--- src/design/ttvb_cmd_q.sv ---
// ============================================================================
// ttvb_cmd_q
// Two-entry queue of build commands between the front and the back.
// ============================================================================
module ttvb_cmd_q #(
    parameter int W = 9
) (
    input  logic         clk,
    input  logic         rst_n,
    input  logic         push,
    input  logic [W-1:0] din,
    output logic         full,
    input  logic         pop,
    output logic         valid,
    output logic [W-1:0] dout
);

    logic [W-1:0] data_reg [2];
    logic [1:0]   cnt_reg;
    logic         wp_reg;
    logic         rp_reg;

    assign full  = (cnt_reg == 2'd2);
    assign valid = (cnt_reg != 2'd0);
    assign dout  = data_reg[rp_reg];

    always_ff @(posedge clk or negedge rst_n)
    begin
        if (!rst_n)
        begin
            cnt_reg <= '0;
            wp_reg  <= 1'b0;
            rp_reg  <= 1'b0;
        end
        else
        begin
            if (push && !full)
            begin
                wp_reg <= !wp_reg;
            end
            if (pop && valid)
            begin
                rp_reg <= !rp_reg;
            end
            cnt_reg <= cnt_reg + 2'((push && !full) ? 1 : 0) - 2'((pop && valid) ? 1 : 0);
        end
    end

    always_ff @(posedge clk)
    begin
        if (push && !full)
        begin
            data_reg[wp_reg] <= din;
        end
    end

endmodule

--- config.mk ---
export PLATFORM = sky130hd
export DESIGN_NAME = ttvb_cmd_q
export DESIGN_NICKNAME = d
export VERILOG_FILES = /design/src/design/ttvb_cmd_q.sv
export SDC_FILE = /design/constraint.sdc
export NUM_CORES = 1
export LEC_CHECK = 0
export ABC_AREA = 1
export CAP_MARGIN = 5
export CORE_MARGIN = 4
export CORE_UTILIZATION = 50
export CTS_CLUSTER_DIAMETER = 30
export CTS_CLUSTER_SIZE = 8
export DETAILED_ROUTE_END_ITERATION = 7
export DONT_BUFFER_PORTS = 1
export PLACE_DENSITY_LB_ADDON = 0.15
export SKIP_LAST_GASP = 1
export SLEW_MARGIN = 20
export SYNTH_ARGS = -nofsm -noshare
export SYNTH_HDL_FRONTEND = slang
export SYNTH_SLANG_ARGS = --single-unit
--- constraint.sdc ---
create_clock -name clk -period 3.36 [get_ports clk]
set_input_delay 0.672 -clock clk [delete_from_list [all_inputs] [get_ports clk]]
set_output_delay 0.672 -clock clk [all_outputs]
set_load 0.01 [all_outputs]
* Word-level counts from Yosys, hierarchy flattened *
Memories as Yosys holds them, arrays and structs flattened.
Cells that the tools add are included.

storage, ports and cells
  register bits after elaboration = 4
  memory bits (writable) = 18
  input bits = 13
  output and inout port bits = 11
  word-level logic and storage cells = 17
  memories kept = 1

cells by class
  $add $sub $neg = 2
  equal/unequal tests = 1
  mux-type cells = 4
  reduce and logical (&&, ||, !) cells = 6

memories
  memory    depth  width  rd ports  clocked after memory_dff  write ports  line  text
  data_reg  2      9      1         0                         1            18    logic [W-1:0] data_reg [2];

operators by type and width
  operator                                     number
  1-bit 2-to-1 mux                             4
  1-bit zero test                              3
  2-bit by 1-bit adder with 2-bit output       1
  2-bit equality test (second input constant)  1
  1-bit logical AND                            2
  2-bit nonzero test                           1
  2-bit by 1-bit subtractor with 2-bit output  1

* Depth between registers and ports, before layout *
Gate-level depths: netlist (run 1).

  depth after elaboration = 6
  mapped depth = 10
  depth with buffers taken out = 10

* Worst setup path before layout (run 1) *
OpenSTA, ideal clock, no wires.

  path kind = input -> register
  from = input push
  to = memory data_reg[1][0], enable pin
  library setup time = 374 ps
  arrival = 1,138 ps
  setup slack = 1,848 ps
  stages on the path = 2
  buffers on the path = 0
  cells stage by stage = nand2_2 > nor2_1

between the ends
  cells in the longest elaborated chain, start to end = 3

ends and longest elaborated chain
  what                                    line  text
  start, declared                         10    input logic push,
  1-bit logical AND                       51    if (push && !full)
  1-bit 2-to-1 mux                        51
  1-bit 2-to-1 mux (implied by the code)  53    data_reg[wp_reg] <= din;
  end, declared                           18

Every way passes these cells.

* Final worst setup path (run 1) *
  from = register rp_reg
  to = output dout[1]

between the ends
  cells in the longest elaborated chain, start to end = 1

ends and longest elaborated chain
  what                    line  text
  start, declared         21    logic rp_reg;
  start signal, assigned  43    rp_reg <= !rp_reg;
  memory 2 x 9 bit        --
  end, declared           15    output logic [W-1:0] dout

Every way passes these cells.

==> results.txt, run 1 <==
Io pins -> 24
Rel. slew slack -> 45.6%
Max FFs per register -> 18
H-tree depth -> 1
Synth Area in Simple Gates -> 19.6%
Share of layout cells above drive strength 1 -> 8.54%
Setup TNS -> 0 ns
Total track usage -> 11.8%
Synthesized area per cell -> 11.2 um2
Leading area contributor after synthesis -> edfxtp_1
WP data required -> 2.69 ns
Post-CTS setup buffers -> 0
# setup viols final -> 0
PwrDens -> 893 nW/um2
First-iteration detailed-routing DRC count -> 11
Post-Syn Nets -> 94
Mux cell area share after synthesis -> 0%
Crit path DAT -> 1.24 ns
Post-synth EDFFs -> 18
Row cnt -> 14
RSZ-0062 raised after global routing -> no
Final HPWL DP -> 920 um
Share of flip-flops with an asynchronous set or reset -> 18.2%
Highest fanout seen on the critical path -> 11
Cell area after layout -> 960 um2
Crit Path Category -> register to primary output
Fillcell total -> 137
Clk_lat worst skew -> 0.30 ns
Post-CTS Hold Buffers -> 0
Yosys reg bits -> 22
Die Width -> 50.2 um
Initial antenna violation count -> 0
Ys Warns -> 0
Post-route ant nets -> 0
Largest family of logic cells by synthesized area -> simple AND/OR/NAND/NOR gates
DR WL/cell -> 12.5 um
Most common cell in the netlist -> nand2_1
Max clock buf depth -> 2
Post-synth top area share -> 60.8%
Mapped Area -> 888 um2
Final hold vios -> 0
Maximum VDD drop -> 519 uV
Initial Util -> 55.7%
XOR/XNOR share of the synthesized area -> 0%
Post-DR vias/cell -> 4.65
Ys flop type -> edfxtp_1
FMAX -> 523 MHz
Worst Setup Start Kind -> register
Outcome -> complete, no violations
Post-synthesis adder-cell area fraction -> 2.82%
Pre-antenna DRT Iters -> 4
Placement Cell Area -> 907 um2
Commonest cells post-synth -> nand2_1 (38), edfxtp_1 (18), inv_1 (9)
DRC violations left -> 0
Seq/Total Area, Yosys -> 72.1%
Via Count -> 493
Hold Path Class -> input pin to asynchronous set/reset pin
Core Util, Final -> 60.2%
Largest cells by area after synthesis -> edfxtp_1 (61%), nand2_1 (16%), dfrtp_1 (11%)
CTS clk-pin slew, worst paths -> 0.11 ns
Post-CTS sizing -> 0
Final period util -> 56.9%
Slew Viols, Final -> 0
Drt total wl -> 1320 um
Vias in the first global route -> 485
CTS sink count -> 22
Port Buffers -> 0
CTS root buf -> clkbuf_4
Antenna diode count -> 0
Area Overhead vs Synth -> 8.03%
Compound-Gate Fraction of Synth Area -> 0%
Die height -> 50.2 um
Period minus WS final -> 1.91 ns
Max_cap viols -> 0
Fin nets -> 98
Clock Skew -> 0.00627 ns
CTS tree -> done
Pin count of the biggest net entering global routing -> 14
Leak -> 0.000437 uW
First-pass GRT wire length -> 2180 um
GP Congestion -> 0.643
Gate Count Post-Synth -> 79
Congestion Overflow GR -> 0
Count of cell types in the netlist -> 10
Worst slew pin tran -> 0.813 ns
Core ar. -> 1590 um2
Critical Path End Type -> primary output
TritonCTS buffer count -> 3
Die area -> 2520 um2
## cells by family after synthesis
kind of cell  after synthesis
buf+inv                    11
flops                      22
fa+ha+maj                   2
simple gates               44
## power by group
part           switching (uW)  total (uW)  internal, uW
combinational             179         243          63.3
sequential               40.1         419           378
clock                    75.3         196           120
total                     295         857           562
## worst max-delay path: stages, from the launching register on
cell     delay, ns
dfrtp_1       0.58
inv_2         0.18
nand2_1       0.10
nand2_1       0.10
## metal layers
layer	track usage, %	part of all wire, %
met5	0	0
met4	4.15	0.91
met3	5.33	9.5
met2	17.6	44
met1	15.1	46
## layout by cell type (no fill, tap or decap)
cell        n
bufinv_16   1
nand3_1     3
ha_1        2
clkbuf_4    3
inv_2       1
edfxtp_1   18
nor2_1      1
nand2_1    38
dfrtp_1     4
inv_1       9
nand2_2     2
## metrics by stage
step	power (uW)	setup slack, ns	hold WS, ns	cells
2_1_floorplan	632	1.85	0.376	79
3_3_place_gp	665	1.68	0.377	102
3_5_place_dp	676	1.62	0.377	102
4_1_cts	870	1.40	0.0417	106
6_report	857	1.45	0.0551	106
5_1_grt	930	1.31	0.0235	106
## path summary, 6_finish.rpt
kind	start	end	slack (ns)	depth (start not counted)
max	rp_reg	dout[1]	1.45	3
min	rst_n	cnt_reg[0]	0.06	0
max reg2reg	cnt_reg[1]	data_reg[1][2]	1.76	3
min reg2reg	wp_reg	wp_reg	0.49	2
max in group asynchronous	rst_n	cnt_reg[1]	3.24	0
min in group clk	din[7]	data_reg[1][7]	0.46	0
## cell type report
| type | count | area, um2 | area share [%] |
|---|---|---|---|
| clock buffer | 3 | 22.5 | 2.35 |
| clock inverter | 1 | 30.0 | 3.13 |
| inverter | 10 | 37.5 | 3.91 |
| multi-input combinational | 46 | 199 | 20.7 |
| sequential | 22 | 641 | 66.8 |
| tap | 24 | 30.0 | 3.13 |
Note: power is estimated with default switching activity, not from simulation.
==> run 2: changes to the inputs <==
==> constraint.sdc (replaced) <==
create_clock -name clk -period 1.6 [get_ports clk]
set_input_delay 0.32 -clock clk [delete_from_list [all_inputs] [get_ports clk]]
set_output_delay 0.32 -clock clk [all_outputs]
set_load 0.01 [all_outputs]
==> run 2 against run 1 <==
  * Final area grew 3.8%
  * Die area is the same
  * Clock power grew 110%
  * Critical endpoint is now cnt_reg[1]
  * Highest routed layer unchanged
==> results.txt, run 2 (synthesis gave the netlist of run 1 again) <==
Outcome -> complete, no violations
Drt total wl -> 1310 um
Total track usage -> 11.2%
Crit Path Category -> register to register
Wl on met1 -> 569 um
Comb power frac -> 31.1%
Hold Path Class -> input pin to register
Initial Util -> 55.7%
Register-to-Register Path Depth -> 10
TritonCTS buffer count -> 3
H-tree depth -> 1
Clk_lat worst skew -> 0.30 ns
Io pins -> 24
Die Width -> 50.2 um
Final hold vios -> 0
Area Overhead vs Synth -> 12.1%
CTS clk-pin slew, worst paths -> 0.12 ns
Switching share of power -> 34.3%
Final period util -> 90.9%
Critical Path Max Stage Delay -> 0.42 ns
Rel. slew slack -> 75.9%
Clock power share -> 22.2%
First-pass GRT wire length -> 2060 um
GP Congestion -> 0.679
Highest fanout seen on the critical path -> 3
Maximum VDD drop -> 1390 uV
Fin worst setup slack -> 0.146 ns
CTS tree -> done
# setup viols final -> 0
Setup TNS -> 0 ns
Pin count of the biggest net entering global routing -> 14
Port Buffers -> 0
Sequential fraction of design power -> 46.7%
Via Count -> 510
Uppermost layer routed -> met4
CTS root buf -> clkbuf_4
Leak -> 0.000456 uW
Cell internal pwr -> 1220 uW
Critical Path End Type -> register
Most frequent cells in the layout -> nand2_1 (38), edfxtp_1 (18), inv_1 (9)
Max clock buf depth -> 2
NetSw -> 639 uW
Initial antenna violation count -> 0
Share of layout cells above drive strength 1 -> 12.8%
Max_cap viols -> 0
Die area -> 2520 um2
PwrDens -> 1870 nW/um2
Vias in the first global route -> 471
RSZ-0062 raised after global routing -> no
Post-DR vias/cell -> 4.64
Pre-antenna DRT Iters -> 3
Pre-CTS WS -> 0.154 ns
Most used cell, CP -> inv_1
Clock Skew -> 0.00659 ns
Max FFs per register -> 18
Routed wl met3 -> 111 um
Most common cell after layout, fill and taps aside -> nand2_1
Met2 WL post-DR -> 616 um
First-iteration detailed-routing DRC count -> 16
Slew Viols, Final -> 0
Crit path DAT -> 1.66 ns
Slowest-stage cell, CP -> dfrtp_1
Core ar. -> 1590 um2
Worst Setup Start Kind -> register
WP data required -> 1.81 ns
Fin nets -> 102
Post-route ant nets -> 0
Row cnt -> 14
Post-CTS setup buffers -> 0
Worst slew pin tran -> 0.362 ns
CTS sink count -> 22
Hold Path Depth -> 0
Period minus WS final -> 1.45 ns
DRC violations left -> 0
Crit-path cells -> inv_1, nand2_2, nand2_1, inv_1, ha_1, inv_1, ha_1, inv_1, nand2_1, nand2_1
Final HPWL DP -> 984 um
FMAX -> 688 MHz
Die height -> 50.2 um
Congestion Overflow GR -> 0
Antenna diode count -> 0
DR WL/cell -> 11.9 um
-- run 2: changes by cell type in the layout (fill, tap and decap cells not counted) --
cell,before,now
buf_4,0,3
dfrtp_1,4,3
dfrtp_2,0,1
dlygate4sd3_1,0,1
inv_2,1,0
inv_4,0,1
-- run 2: final timing paths --
check                                start              to  slack [ns]
worst max-delay path            cnt_reg[1]      cnt_reg[1]        0.15
max in group asynchronous            rst_n          rp_reg        1.10
worst min register to register      wp_reg          wp_reg        0.50
worst max register to register  cnt_reg[1]      cnt_reg[1]        0.15
worst min-delay path                din[3]  data_reg[1][3]        0.10
min in group asynchronous            rst_n      cnt_reg[1]        0.29
-- run 2: per-stage QoR --
step	power (uW)	util, %	std cells	hold slack, ns	area [um2]
2_1_floorplan	1330	-	79	0.0244	888
3_3_place_gp	1450	58.3	105	0.0245	930
3_5_place_dp	1470	58.3	105	0.0245	930
4_1_cts	1880	62.2	110	0.0951	992
5_1_grt	1990	62.5	110	0.0848	996
6_report	1860	62.5	110	0.101	996
-- run 2: layout make-up --
class                   instances  area (um2)
flip-flops and latches         22         642
fillers                       122         598
multi-input cells              46         199
inverters                      10        40.0
repair buffers                  4        32.5
clock inverters                 1        30.0
well taps                      24        30.0
clock buffers                   3        22.5
-- run 2: power groups by stage --
stage	clock (uW)	combinational (uW)	sequential (uW)
after global routing	436	668	889
after global placement	0	574	874
after CTS	421	593	865
after detailed placement	0	586	880
final	413	580	870
after floorplan	0	477	850
-- run 2: repair_timing --
action,4_1_cts,5_1_grt
hold buffers,1,0
endpoints found under the setup margin,0,2
endpoints found under the hold margin,4,0
resized for setup,0,2
-- run 2: worst max-delay path: cells and delay by family (launching register included) --
kind	cells	cell delay, ns
DFF	1	0.42
buffers and inverters	4	0.23
adders and majority gates	2	0.43
and+or+nand+nor	4	0.27
-- run 2: per-layer routing --
layer,GRT usage (%),up-vias
li1,-,268
met1,14.0,223
met2,17.4,17
met3,3.55,2
met4,5.53,0
met5,0,-
==> run 3: changes to the inputs <==
--- a/config.mk
+++ b/config.mk
@@ -13,6 +13,7 @@
 export CTS_CLUSTER_SIZE = 8
 export DETAILED_ROUTE_END_ITERATION = 7
 export DONT_BUFFER_PORTS = 1
+export HOLD_SLACK_MARGIN = 0.06
 export PLACE_DENSITY_LB_ADDON = 0.15
 export SKIP_LAST_GASP = 1
 export SLEW_MARGIN = 20
==> constraint.sdc (replaced) <==
create_clock -name clk -period 1.2 [get_ports clk]
set_input_delay 0.24 -clock clk [delete_from_list [all_inputs] [get_ports clk]]
set_output_delay 0.24 -clock clk [all_outputs]
set_load 0.01 [all_outputs]
==> run 3 against run 2 <==
  * Register-to-register slack lost 0.30 ns
  * Sequential power grew 36%
  * Clock-buffer cell count is the same
  * Global-route usage grew 5.5 points
  * The flow now finishes with violations (setup timing)
  * Final area grew 42%
  * Largest power group is now combinational logic
  * Critical path depth shrank 6
  * Worst setup slack lost 0.32 ns
  * Final cell count grew 24%
  * Clock skew shrank 0.0015 ns
  * Total power grew 89%
  * Combinational power grew to 3.0 times the previous value
==> results.txt, run 3 (synthesis gave the netlist of run 1 again) <==
DR WL/cell -> 14.9 um
CTS tree -> done
Critical Path End Type -> primary output
Failing checks -> setup timing
Final period util -> 115%
Io pins -> 24
Initial Util -> 55.7%
Fin worst setup slack -> -0.175 ns
Critical Path Max Stage Delay -> 0.43 ns
CTS clk-pin slew, worst paths -> 0.12 ns
First-iteration detailed-routing DRC count -> 5
Final HPWL DP -> 1030 um
Clock Skew -> 0.00512 ns
RSZ-0062 raised after global routing -> yes
Pre-antenna DRT Iters -> 2
First-pass GRT wire length -> 3000 um
CTS root buf -> clkbuf_4
Clk_lat worst skew -> 0.32 ns
Hold Path Class -> input pin to register
Max_cap viols -> 0
Post-route ant nets -> 0
DRC violations left -> 0
Leak -> 0.000617 uW
# setup viols final -> 31
Crit path DAT -> 1.14 ns
CTS sink count -> 22
Worst slew pin tran -> 0.225 ns
Fillcell total -> 68
TritonCTS buffer count -> 3
Die height -> 50.2 um
Congestion Overflow GR -> 0
Fin nets -> 128
Via Count -> 667
Register-to-Register Path Depth -> 9
Crit-path cells -> inv_2, nand2_4, buf_6, inv_2
Area Overhead vs Synth -> 59.2%
Antenna diode count -> 0
Period minus WS final -> 1.38 ns
FMAX -> 727 MHz
Total track usage -> 16.6%
Slowest-stage cell, CP -> dfrtp_1
Port Buffers -> 0
Cell area after layout -> 1410 um2
WHS -> 0.0742 ns
Slew Viols, Final -> 0
Pin count of the biggest net entering global routing -> 14
H-tree depth -> 1
WP data required -> 0.96 ns
Placement Cell Area -> 997 um2
Core ar. -> 1590 um2
Outcome -> finished with violations
Initial antenna violation count -> 0
Pre-CTS WS -> -0.170 ns
Hold Path Depth -> 2
Post-DR vias/cell -> 4.90
Maximum VDD drop -> 2150 uV
Share of layout cells above drive strength 1 -> 52.7%
Die Width -> 50.2 um
Row cnt -> 14
PwrDens -> 2490 nW/um2
GP Congestion -> 0.715
Rel. slew slack -> 85.0%
Setup TNS -> -3.42 ns
Final hold vios -> 0
Die area -> 2520 um2
Drt total wl -> 2020 um
Worst Setup Start Kind -> register
Max clock buf depth -> 2
Vias in the first global route -> 669
Most used cell, CP -> inv_2
Most frequent cells in the layout -> nand2_1 (18), edfxtp_1 (18), nand2_2 (17)
Crit Path Category -> register to primary output
Max FFs per register -> 18
Highest fanout seen on the critical path -> 2
run 3: power by group:
group	internal, uW	switching, uW	leakage, uW
sequential	1060	121	0.000214
clock	338	237	0.0000279
combinational	835	919	0.000375
total	2240	1280	0.000617
run 3: path summary, 6_finish.rpt:
| kind | startpoint | end | slack, ns |
|---|---|---|---|
| worst min-delay path | pop | rp_reg | 0.07 |
| max in group asynchronous | rst_n | rp_reg | 0.82 |
| worst max-delay path | cnt_reg[0] | full | -0.18 |
| worst min register to register | wp_reg | wp_reg | 0.52 |
| min in group asynchronous | rst_n | wp_reg | 0.18 |
| worst max register to register | cnt_reg[0] | cnt_reg[1] | -0.15 |
run 3: final cells by class:
type	count	area, um2	area share (%)
Inverter	10	45.0	3.19
Sequential cell	22	642	45.4
Clock inverter	1	30.0	2.12
Multi-Input combinational cell	46	317	22.4
Tap cell	24	30.0	2.12
Clock buffer	3	22.5	1.59
Timing Repair Buffer	30	328	23.2
run 3: critical path, delay by kind of cell, from the launching register on:
family                 cells  cell delay (ns)
buffers and inverters      3             0.30
DFF                        1             0.43
and+or+nand+nor            1             0.08
run 3: repair_timing:
action / in CTS / in global routing
endpoints found under the setup margin: 31 / 31
buffers inserted: 3 / 5
endpoints found under the hold margin: 22 / 1
hold buffers: 10 / 1
gates resized for setup: 24 / 24
cloned: 2 / 0
pin swaps: 8 / 17
run 3: layer usage:
metal  part of all wire [%]  wire (um)  vias to the layer above  track usage [%]
met1                     42        844                      317             17.8
met3                    5.5        112                        7             3.85
met4                    3.6         72                        0             10.1
met5                      0          0                        -                0
li1                       -          -                      320                -
met2                     49        991                       23             29.6
run 3: stage by stage:
| stage | util [%] | std cells | total power (uW) |
|---|---|---|---|
| 3_3_place_gp | 62.6 | 111 | 2120 |
| 6_report | 88.7 | 136 | 3510 |
| 2_1_floorplan | - | 79 | 1810 |
| 5_1_grt | 88.7 | 136 | 3720 |
| 3_5_place_dp | 62.6 | 111 | 2150 |
| 4_1_cts | 80.8 | 130 | 3130 |
